--- src/rtl/core/positional_list_store_macros.svh ---
// Assertion macros for the positional list store.
// Depends on a clock named clk and a reset named rst in the using module.
`ifndef POSITIONAL_LIST_STORE_MACROS_SVH
`define POSITIONAL_LIST_STORE_MACROS_SVH

// Check cons in the same cycle as ante.
`define PLS_ASSERT_NOW(lbl, ante, cons, msg) \
  lbl: assert property (@(posedge clk) disable iff (rst) (ante) |-> (cons)) \
    else $error(msg);

// Check cons in the cycle after ante.
`define PLS_ASSERT_NEXT(lbl, ante, cons, msg) \
  lbl: assert property (@(posedge clk) disable iff (rst) (ante) |=> (cons)) \
    else $error(msg);

`endif

--- src/rtl/core/pls_pkg.sv ---
// Package for the positional list store: command and result item types
// and the kind and status codes. No dependencies.
`timescale 1ns / 1ps

package pls_pkg;

  localparam logic [2:0] KIND_INS_FRONT = 3'd0;
  localparam logic [2:0] KIND_INS_BACK  = 3'd1;
  localparam logic [2:0] KIND_INS_AT    = 3'd2;
  localparam logic [2:0] KIND_DEL_FRONT = 3'd3;
  localparam logic [2:0] KIND_DEL_BACK  = 3'd4;
  localparam logic [2:0] KIND_DEL_AT    = 3'd5;
  localparam logic [2:0] KIND_DUMP      = 3'd6;

  localparam logic [1:0] STATUS_OK   = 2'd0;
  localparam logic [1:0] STATUS_BAD  = 2'd1;
  localparam logic [1:0] STATUS_FULL = 2'd2;

  typedef struct packed {
    logic        [2:0]  kind;
    logic signed [31:0] value;
    logic        [6:0]  position;
  } cmd_t;

  typedef struct packed {
    logic        [1:0]  status;
    logic        [6:0]  count;
    logic signed [31:0] entry_value;
    logic               last;
  } rsp_t;

endpackage

--- src/rtl/core/positional_list_store.sv ---
// Positional list store: bounded ordered list in a circular dual-port memory.
// Depends on pls_pkg and positional_list_store_macros.svh.
//
// Usage:
//   Present a command item on cmd and raise start; the item is taken at a
//   rising edge where start is high and busy is low. Each result item shows
//   on rsp for exactly one cycle with done high; the receiver cannot stall,
//   so it must take every item on the cycle it appears.
//   Timing by command kind:
//   - Front/back inserts and deletes, inserts at the back end, deletes of
//     the last entry, errors and full reports: result in the cycle after the
//     command; busy stays low, so a command may be taken every cycle.
//   - Insert or delete at a position that shifts n entries: the shift runs in
//     S_MOVE, then S_PUT writes an inserted value and gives the result; busy
//     stays high until the result shows. One read and one write port move
//     one entry per cycle (read, write next).
//   - Dump of n entries: n results on consecutive cycles, each entry read
//     and then registered; busy drops as the final result (last = 1) is shown.
//   Reset (rst, synchronous) empties the list and zeroes the head pointer.
//   Memory contents are not cleared; entries are only read after a write.
`timescale 1ns / 1ps

module positional_list_store #(
  parameter int CAPACITY = 64
) (
  input  logic          clk,
  input  logic          rst,
  input  logic          start,
  output logic          busy,
  input  pls_pkg::cmd_t cmd,
  output logic          done,
  output pls_pkg::rsp_t rsp
);
  import pls_pkg::*;

  `include "positional_list_store_macros.svh"

  localparam int AW = $clog2(CAPACITY);
  localparam int CW = $clog2(CAPACITY + 1);
  localparam int PW = ((CW > 7) ? CW : 7) + 1;

  typedef enum logic [1:0] {S_IDLE, S_MOVE, S_PUT, S_DUMP} state_t;
  typedef enum logic [1:0] {ACT_NONE, ACT_INS, ACT_DEL, ACT_DUMP} act_t;

  // Logical position to physical address, wrapping around the ring.
  function automatic logic [AW-1:0] phys(input logic [AW-1:0] hd,
                                         input logic [CW-1:0] lg);
    logic [CW:0] sum;
    sum = (CW+1)'(hd) + (CW+1)'(lg);
    if (sum >= (CW+1)'(CAPACITY)) begin
      sum = sum - (CW+1)'(CAPACITY);
    end
    return sum[AW-1:0];
  endfunction

  // Entry memory, registered read.
  logic signed [31:0] mem [CAPACITY];
  logic               mem_we;
  logic [AW-1:0]      mem_waddr;
  logic [AW-1:0]      mem_raddr;
  logic signed [31:0] mem_wdata;
  logic signed [31:0] rd_data;

  always_ff @(posedge clk) begin
    if (mem_we) begin
      mem[mem_waddr] <= mem_wdata;
    end
    rd_data <= mem[mem_raddr];
  end

  // Control and list state.
  state_t             state;
  logic [AW-1:0]      head;
  logic [CW-1:0]      count;
  logic               op_ins;
  logic [CW-1:0]      idx_reg;
  logic signed [31:0] val_reg;
  logic [CW-1:0]      cur;
  logic [CW-1:0]      moves_left;
  logic               pend;
  logic [CW-1:0]      pend_dst;
  logic               pend_last;

  logic acc;
  assign busy = (state != S_IDLE);
  assign acc  = start && !busy;

  // Decode of the incoming command against the current list.
  act_t          dec_act;
  logic [1:0]    dec_status;
  logic [CW-1:0] dec_idx;
  logic [CW-1:0] dec_moves;
  logic          need_move;
  logic [PW-1:0] pos_w;
  logic [PW-1:0] cnt_w;
  logic          is_full;
  logic          is_empty;
  logic [AW-1:0] head_dec;

  assign pos_w    = PW'(cmd.position);
  assign cnt_w    = PW'(count);
  assign is_full  = (count == CW'(CAPACITY));
  assign is_empty = (count == '0);
  assign head_dec = (head == '0) ? AW'(CAPACITY - 1) : head - AW'(1);

  always_comb begin
    dec_act    = ACT_NONE;
    dec_status = STATUS_OK;
    dec_idx    = '0;
    case (cmd.kind) inside
      KIND_INS_FRONT, KIND_INS_BACK, KIND_INS_AT: begin
        if (is_full) begin
          dec_status = STATUS_FULL;
        end else if (cmd.kind == KIND_INS_FRONT) begin
          dec_act = ACT_INS;
        end else if (cmd.kind == KIND_INS_BACK) begin
          dec_act = ACT_INS;
          dec_idx = count;
        end else if (pos_w == '0 || pos_w > cnt_w + PW'(1)) begin
          dec_status = STATUS_BAD;
        end else begin
          dec_act = ACT_INS;
          dec_idx = CW'(pos_w - PW'(1));
        end
      end
      KIND_DEL_FRONT, KIND_DEL_BACK, KIND_DEL_AT: begin
        if (is_empty) begin
          dec_status = STATUS_BAD;
        end else if (cmd.kind == KIND_DEL_FRONT) begin
          dec_act = ACT_DEL;
        end else if (cmd.kind == KIND_DEL_BACK) begin
          dec_act = ACT_DEL;
          dec_idx = count - CW'(1);
        end else if (pos_w == '0 || pos_w > cnt_w) begin
          dec_status = STATUS_BAD;
        end else begin
          dec_act = ACT_DEL;
          dec_idx = CW'(pos_w - PW'(1));
        end
      end
      KIND_DUMP: begin
        if (is_empty) begin
          dec_status = STATUS_BAD;
        end else begin
          dec_act = ACT_DUMP;
        end
      end
      default: dec_status = STATUS_BAD;
    endcase
  end

  // Entries to shift: insert moves [idx, count-1] up by one, delete moves
  // [idx+1, count-1] down by one. Position zero goes through the head instead.
  assign dec_moves = (dec_act == ACT_INS) ? count - dec_idx
                                          : count - dec_idx - CW'(1);
  assign need_move = (dec_act == ACT_INS || dec_act == ACT_DEL) &&
                     (dec_idx != '0) && (dec_moves != '0);

  // Memory port steering.
  always_comb begin
    mem_we    = 1'b0;
    mem_waddr = '0;
    mem_wdata = cmd.value;
    mem_raddr = '0;
    unique case (state)
      S_IDLE: begin
        // Insert that needs no shift: write the value right away.
        if (acc && dec_act == ACT_INS && !need_move) begin
          mem_we    = 1'b1;
          mem_waddr = (dec_idx == '0) ? head_dec : phys(head, dec_idx);
        end
      end
      S_MOVE: begin
        // Read the source of the next move, write the one read last cycle.
        mem_raddr = phys(head, op_ins ? cur - CW'(1) : cur + CW'(1));
        if (pend) begin
          mem_we    = 1'b1;
          mem_waddr = phys(head, pend_dst);
          mem_wdata = rd_data;
        end
      end
      S_PUT: begin
        if (op_ins) begin
          mem_we    = 1'b1;
          mem_waddr = phys(head, idx_reg);
          mem_wdata = val_reg;
        end
      end
      S_DUMP: begin
        mem_raddr = phys(head, cur);
      end
      default: ;
    endcase
  end

  // Sequencer and result register.
  always_ff @(posedge clk) begin
    if (rst) begin
      state <= S_IDLE;
      head  <= '0;
      count <= '0;
      done  <= 1'b0;
      pend  <= 1'b0;
    end else begin
      done <= 1'b0;
      unique case (state)
        S_IDLE: begin
          if (acc) begin
            unique case (dec_act)
              ACT_NONE: begin
                done            <= 1'b1;
                rsp.status      <= dec_status;
                rsp.count       <= 7'(count);
                rsp.entry_value <= '0;
                rsp.last        <= 1'b1;
              end
              ACT_INS: begin
                if (need_move) begin
                  op_ins     <= 1'b1;
                  idx_reg    <= dec_idx;
                  val_reg    <= cmd.value;
                  cur        <= count;
                  moves_left <= dec_moves;
                  pend       <= 1'b0;
                  state      <= S_MOVE;
                end else begin
                  if (dec_idx == '0) begin
                    head <= head_dec;
                  end
                  count           <= count + CW'(1);
                  done            <= 1'b1;
                  rsp.status      <= STATUS_OK;
                  rsp.count       <= 7'(count + CW'(1));
                  rsp.entry_value <= '0;
                  rsp.last        <= 1'b1;
                end
              end
              ACT_DEL: begin
                if (need_move) begin
                  op_ins     <= 1'b0;
                  idx_reg    <= dec_idx;
                  cur        <= dec_idx;
                  moves_left <= dec_moves;
                  pend       <= 1'b0;
                  state      <= S_MOVE;
                end else begin
                  if (dec_idx == '0) begin
                    head <= phys(head, CW'(1));
                  end
                  count           <= count - CW'(1);
                  done            <= 1'b1;
                  rsp.status      <= STATUS_OK;
                  rsp.count       <= 7'(count - CW'(1));
                  rsp.entry_value <= '0;
                  rsp.last        <= 1'b1;
                end
              end
              ACT_DUMP: begin
                cur   <= '0;
                pend  <= 1'b0;
                state <= S_DUMP;
              end
              default: ;
            endcase
          end
        end
        S_MOVE: begin
          if (moves_left != '0) begin
            pend_dst   <= cur;
            pend       <= 1'b1;
            cur        <= op_ins ? cur - CW'(1) : cur + CW'(1);
            moves_left <= moves_left - CW'(1);
          end else begin
            // Last pending write goes out this cycle.
            pend  <= 1'b0;
            state <= S_PUT;
          end
        end
        S_PUT: begin
          count           <= op_ins ? count + CW'(1) : count - CW'(1);
          done            <= 1'b1;
          rsp.status      <= STATUS_OK;
          rsp.count       <= 7'(op_ins ? count + CW'(1) : count - CW'(1));
          rsp.entry_value <= '0;
          rsp.last        <= 1'b1;
          state           <= S_IDLE;
        end
        S_DUMP: begin
          if (cur != count) begin
            pend      <= 1'b1;
            pend_last <= (cur == count - CW'(1));
            cur       <= cur + CW'(1);
          end else begin
            pend <= 1'b0;
          end
          if (pend) begin
            done            <= 1'b1;
            rsp.status      <= STATUS_OK;
            rsp.count       <= 7'(count);
            rsp.entry_value <= rd_data;
            rsp.last        <= pend_last;
            if (pend_last) begin
              state <= S_IDLE;
            end
          end
        end
        default: state <= S_IDLE;
      endcase
    end
  end

  `PLS_ASSERT_NOW(a_count_bound, 1'b1, count <= CW'(CAPACITY), "count above capacity")
  `PLS_ASSERT_NOW(a_idle_no_write, state == S_IDLE && !start, !mem_we, "write while idle")
  `PLS_ASSERT_NOW(a_move_no_overlap, state == S_MOVE && pend && moves_left != '0, mem_waddr != mem_raddr, "shift read and write collide")
  `PLS_ASSERT_NOW(a_full_count, done && rsp.status == STATUS_FULL, rsp.count == 7'(CAPACITY), "full reported below capacity")
  `PLS_ASSERT_NEXT(a_dump_burst, done && !rsp.last, done, "gap inside a dump burst")

endmodule

--- config.mk ---
export PLATFORM = sky130hd
export DESIGN_NAME = positional_list_store
export DESIGN_NICKNAME = d
export VERILOG_FILES = /design/src/rtl/core/pls_pkg.sv /design/src/rtl/core/positional_list_store.sv
export VERILOG_INCLUDE_DIRS = /design/src /design/src/rtl/core
export SDC_FILE = /design/constraint.sdc
export NUM_CORES = 2
export LEC_CHECK = 0
export BUFFER_PORTS_ARGS = -buffer_cell sky130_fd_sc_hd__buf_2
export CORE_UTILIZATION = 35
export DETAILED_ROUTE_END_ITERATION = 10
export GPL_TIMING_DRIVEN = 1
export PLACE_DENSITY_LB_ADDON = 0.12
export SYNTH_ARGS = -nofsm -noshare
export SYNTH_HDL_FRONTEND = slang
export SYNTH_SLANG_ARGS = --single-unit
--- constraint.sdc ---
create_clock -name clk -period 29.6 [get_ports clk]
set_input_delay 1.48 -clock clk [delete_from_list [all_inputs] [get_ports clk]]
set_output_delay 1.48 -clock clk [all_outputs]
set_load 0.005 [all_outputs]
==> reports/metrics.cfg <==
[placed_design]
detailed_place_hpwl_um = 171300
placement.io_buffers = 88
detailedPlace.worstSlack_ns = 19.80
place_congestion = 0.8349

[global_routing]
number_of_global_route_vias_before_repair = 54030
grt_start_max_net_pins = 148
gr-total-overflow = 0
first_pass_grt_wire_length_um = 419300
antenna_found_initial = 21
total_global_route_track_usage = 0.2257

[drt]
postRouteWirelength_um = 296000
route.vias.total = 56530
drtAntennaViolNets = 0
drt_first_pass_iters = 8
average_via_count_per_standard_cell = 5.725
drtIter0Drc = 5647
routedWlPerCell_um = 29.98
drcViolationCount = 0

[yosys]
synth_simple_gate_area_share = 0.09759
synth-edff-count = 2150
syn_area_um2 = 89200
synthDistinctLibCells = 85
synth-warning-count = 0
main_combinational_cell_family_by_area_after_synthesis = compound AO/OA/AOI/OAI gates
synthAdderAreaFrac = 0.009510
syn_avg_cell_area_um2 = 13.97
postSynth.asyncResetShare = 0
ys_ff_latch = 2199
ys_seq_area_frac = 0.7348
synth_compound_area_frac = 0.1231
synth-xor-area-share = 0.008991
postSynthCellCount = 6385
synth.net_count = 6494
synth_mux_area_frac = 0.001838
ys.flop_type = sky130_fd_sc_hd__edfxtp_1

[floorplanning]
io_pins = 89
core-area_um2 = 252300
floorplan.die_area_um2 = 256900
initial_core_util = 0.3535
floorplan_row_count = 184
die_height_um = 506.8
die_width_um = 506.8

[pwr]
power.ir.vdd_worst_uv = 67.33
leakagePower_nw = 32.54
p_per_area_nw_per_um2 = 100.6

[hold_path]
hold_path.class = register to register

[cts]
cts_hold_buffers = 0
cts_buffers = 234
cts.sink_count = 2199
tritoncts = done
post-cts-setup-buffer-count = 0
ctsHtreeMaxLevel = 4
clk_latency_ns = 0.90
clk_transition_reported_paths_ns = 0.06
buffer_type_at_the_clock_tree_root = sky130_fd_sc_hd__clkbuf_16
cts_resized = 0
cts_max_path_buffers = 3

[critical_path]
worst-endpoint-arrival_ns = 10.11
timing.critical_path.from_type = register
critical_path_class = register to register
timing.critical_path.required_ns = 30.04
path_max_fanout = 32
endpoint_type_of_the_worst_setup_path = register

[timing]
slew_viol_final = 0
rsz_0062_raised_after_global_routing = false
fin_ws_ns = 19.93
timing.max_slew.rel_slack = 0.02635
tns_ns = 0
number_of_hold_slack_violations_in_the_final_timing_report = 0
final_worst_clock_skew_ns = 0.07940
worst_slew_pin_slew_ns = 1.451
fmax_mhz = 103.4
fin_crit_ns = 9.668
timing.final.crit_share = 0.3266
total_setup_violations_reported_at_the_end_of_the_flow = 0

[cells_and_area]
reg.largest.list = mem (2048), rsp (42)
nNetsFinal = 6432
syn_to_final_growth_pct = 13.43
drive_above_1_share = 0.1040
regMostFlops = mem
largest_register_ff_count = 2048

[flow_run]
max_cap_viol_count = 0

[outcome]
result_of_the_run = complete, no violations

-- layout by cell type, fill, tap and decap left out, types with 46 or more instances in the layout --
cell type,synthesis,routed
sky130_fd_sc_hd__o22ai_1,131,131
sky130_fd_sc_hd__nor2_4,0,62
sky130_fd_sc_hd__nor2_1,125,63
sky130_fd_sc_hd__o221ai_1,388,388
sky130_fd_sc_hd__nand3_1,408,407
sky130_fd_sc_hd__inv_1,47,47
sky130_fd_sc_hd__dfxtp_1,49,49
sky130_fd_sc_hd__a311o_1,64,64
sky130_fd_sc_hd__buf_4,4,122
sky130_fd_sc_hd__buf_2,10,88
sky130_fd_sc_hd__o21ai_0,300,299
sky130_fd_sc_hd__a211oi_1,72,72
sky130_fd_sc_hd__a31oi_1,46,46
sky130_fd_sc_hd__edfxtp_1,2150,2150
sky130_fd_sc_hd__and3_1,138,137
sky130_fd_sc_hd__a311oi_1,227,226
sky130_fd_sc_hd__xnor2_1,58,58
sky130_fd_sc_hd__clkbuf_16,0,235
sky130_fd_sc_hd__ha_1,59,56
sky130_fd_sc_hd__a21oi_1,88,88
sky130_fd_sc_hd__clkbuf_1,461,68
sky130_fd_sc_hd__nand2_1,1161,1158
-- per-layer routing --
layer	up-vias	GRT usage	part of all wire
li1	24970	-	-
met1	29510	0.3159	0.44
met2	1737	0.3725	0.49
met3	306	0.02673	0.050
met4	2	0.05577	0.024
met5	-	0	0.000068
-- per-stage QoR --
step / instances / instance area [um^2] / total power (W) / hold slack (ns) / utilization
2_1_floorplan: 6385 / 89200 / 0.005793 / 0.4244 / -
3_3_place_gp: 9435 / 93850 / 0.007442 / 0.5423 / 0.3719
3_5_place_dp: 9435 / 93850 / 0.007450 / 0.5454 / 0.3719
6_report: 9873 / 101200 / 0.01018 / 0.5573 / 0.4010
5_1_grt: 9868 / 101200 / 0.01054 / 0.5786 / 0.4009
4_1_cts: 9866 / 101200 / 0.01027 / 0.5619 / 0.4009
-- critical path, cell delays in order, from the launching register on --
cell and delay [ns]:
sky130_fd_sc_hd__dfxtp_1 0.67, sky130_fd_sc_hd__inv_1 0.30, sky130_fd_sc_hd__ha_1 0.51, sky130_fd_sc_hd__inv_1 0.14
sky130_fd_sc_hd__ha_1 0.30, sky130_fd_sc_hd__nor2b_1 0.13, sky130_fd_sc_hd__o211ai_1 0.16, sky130_fd_sc_hd__a21oi_1 0.10
sky130_fd_sc_hd__a32oi_1 0.42, sky130_fd_sc_hd__nand3_1 0.19, sky130_fd_sc_hd__and2_1 0.21, sky130_fd_sc_hd__o21ai_0 0.70
sky130_fd_sc_hd__ha_1 0.34, sky130_fd_sc_hd__fa_1 0.23, sky130_fd_sc_hd__inv_1 0.07, sky130_fd_sc_hd__a21oi_1 0.17
sky130_fd_sc_hd__inv_1 0.07, sky130_fd_sc_hd__maj3_1 0.32, sky130_fd_sc_hd__o21bai_1 0.19, sky130_fd_sc_hd__xor2_1 0.19
sky130_fd_sc_hd__xnor2_1 0.48, sky130_fd_sc_hd__nand3_1 0.47, sky130_fd_sc_hd__a221oi_1 0.68, sky130_fd_sc_hd__nand4_1 0.95
sky130_fd_sc_hd__nor2_4 1.26
-- kinds of logic after synthesis --
kind of cell	Yosys count
flops	2199
simple gates	1980
compound gates	1467
buf+inv	568
xor+xnor	90
fa+ha+maj	65
mux	16
-- path summary, 6_finish.rpt --
path	startpoint	to	slack [ns]	cells after the start
worst min register to register	rd_data[23]	rsp[24]	0.56	1
worst max-delay path	count[0]	mem[53][16]	19.93	24
worst max register to register	count[0]	mem[53][16]	19.93	24
worst min-delay path	rd_data[23]	rsp[24]	0.56	1
-- cells in the mapped netlist, drive strengths merged, types with 39 or more instances --
| library cell | n | share of area |
|---|---|---|
| and2 | 39 | 0.0027 |
| o21ai | 301 | 0.017 |
| o221ai | 388 | 0.038 |
| a31oi | 48 | 0.0036 |
| clkbuf | 461 | 0.019 |
| dfxtp | 49 | 0.011 |
| o22ai | 131 | 0.0092 |
| edfxtp | 2150 | 0.72 |
| a311o | 64 | 0.0072 |
| inv | 48 | 0.0020 |
| a311oi | 227 | 0.022 |
| and3 | 138 | 0.0097 |
| a22o | 69 | 0.0068 |
| nor2 | 126 | 0.0053 |
| a211oi | 72 | 0.0061 |
| ha | 59 | 0.0083 |
| buf | 56 | 0.0027 |
| nand3 | 408 | 0.023 |
| a21oi | 88 | 0.0049 |
| nand2 | 1161 | 0.049 |
| xnor2 | 58 | 0.0057 |
-- power breakdown --
| part | internal, W | total, W | switching (W) |
|---|---|---|---|
| clock network | 0.00157 | 0.00282 | 0.00125 |
| logic | 0.000761 | 0.00325 | 0.00249 |
| registers | 0.00401 | 0.00411 | 0.0000945 |
-- layout make-up --
type / instances / area, um^2
Clock buffer: 313 / 6274
Fill cell: 23560 / 151100
Tap cell: 3348 / 4189
Multi-Input combinational cell: 3618 / 22390
Sequential cell: 2199 / 65540
Inverter: 51 / 191.4
Antenna cell: 7 / 17.52
Timing Repair Buffer: 219 / 1536
Clock inverter: 118 / 1042
(Power assumes the default switching activity.)
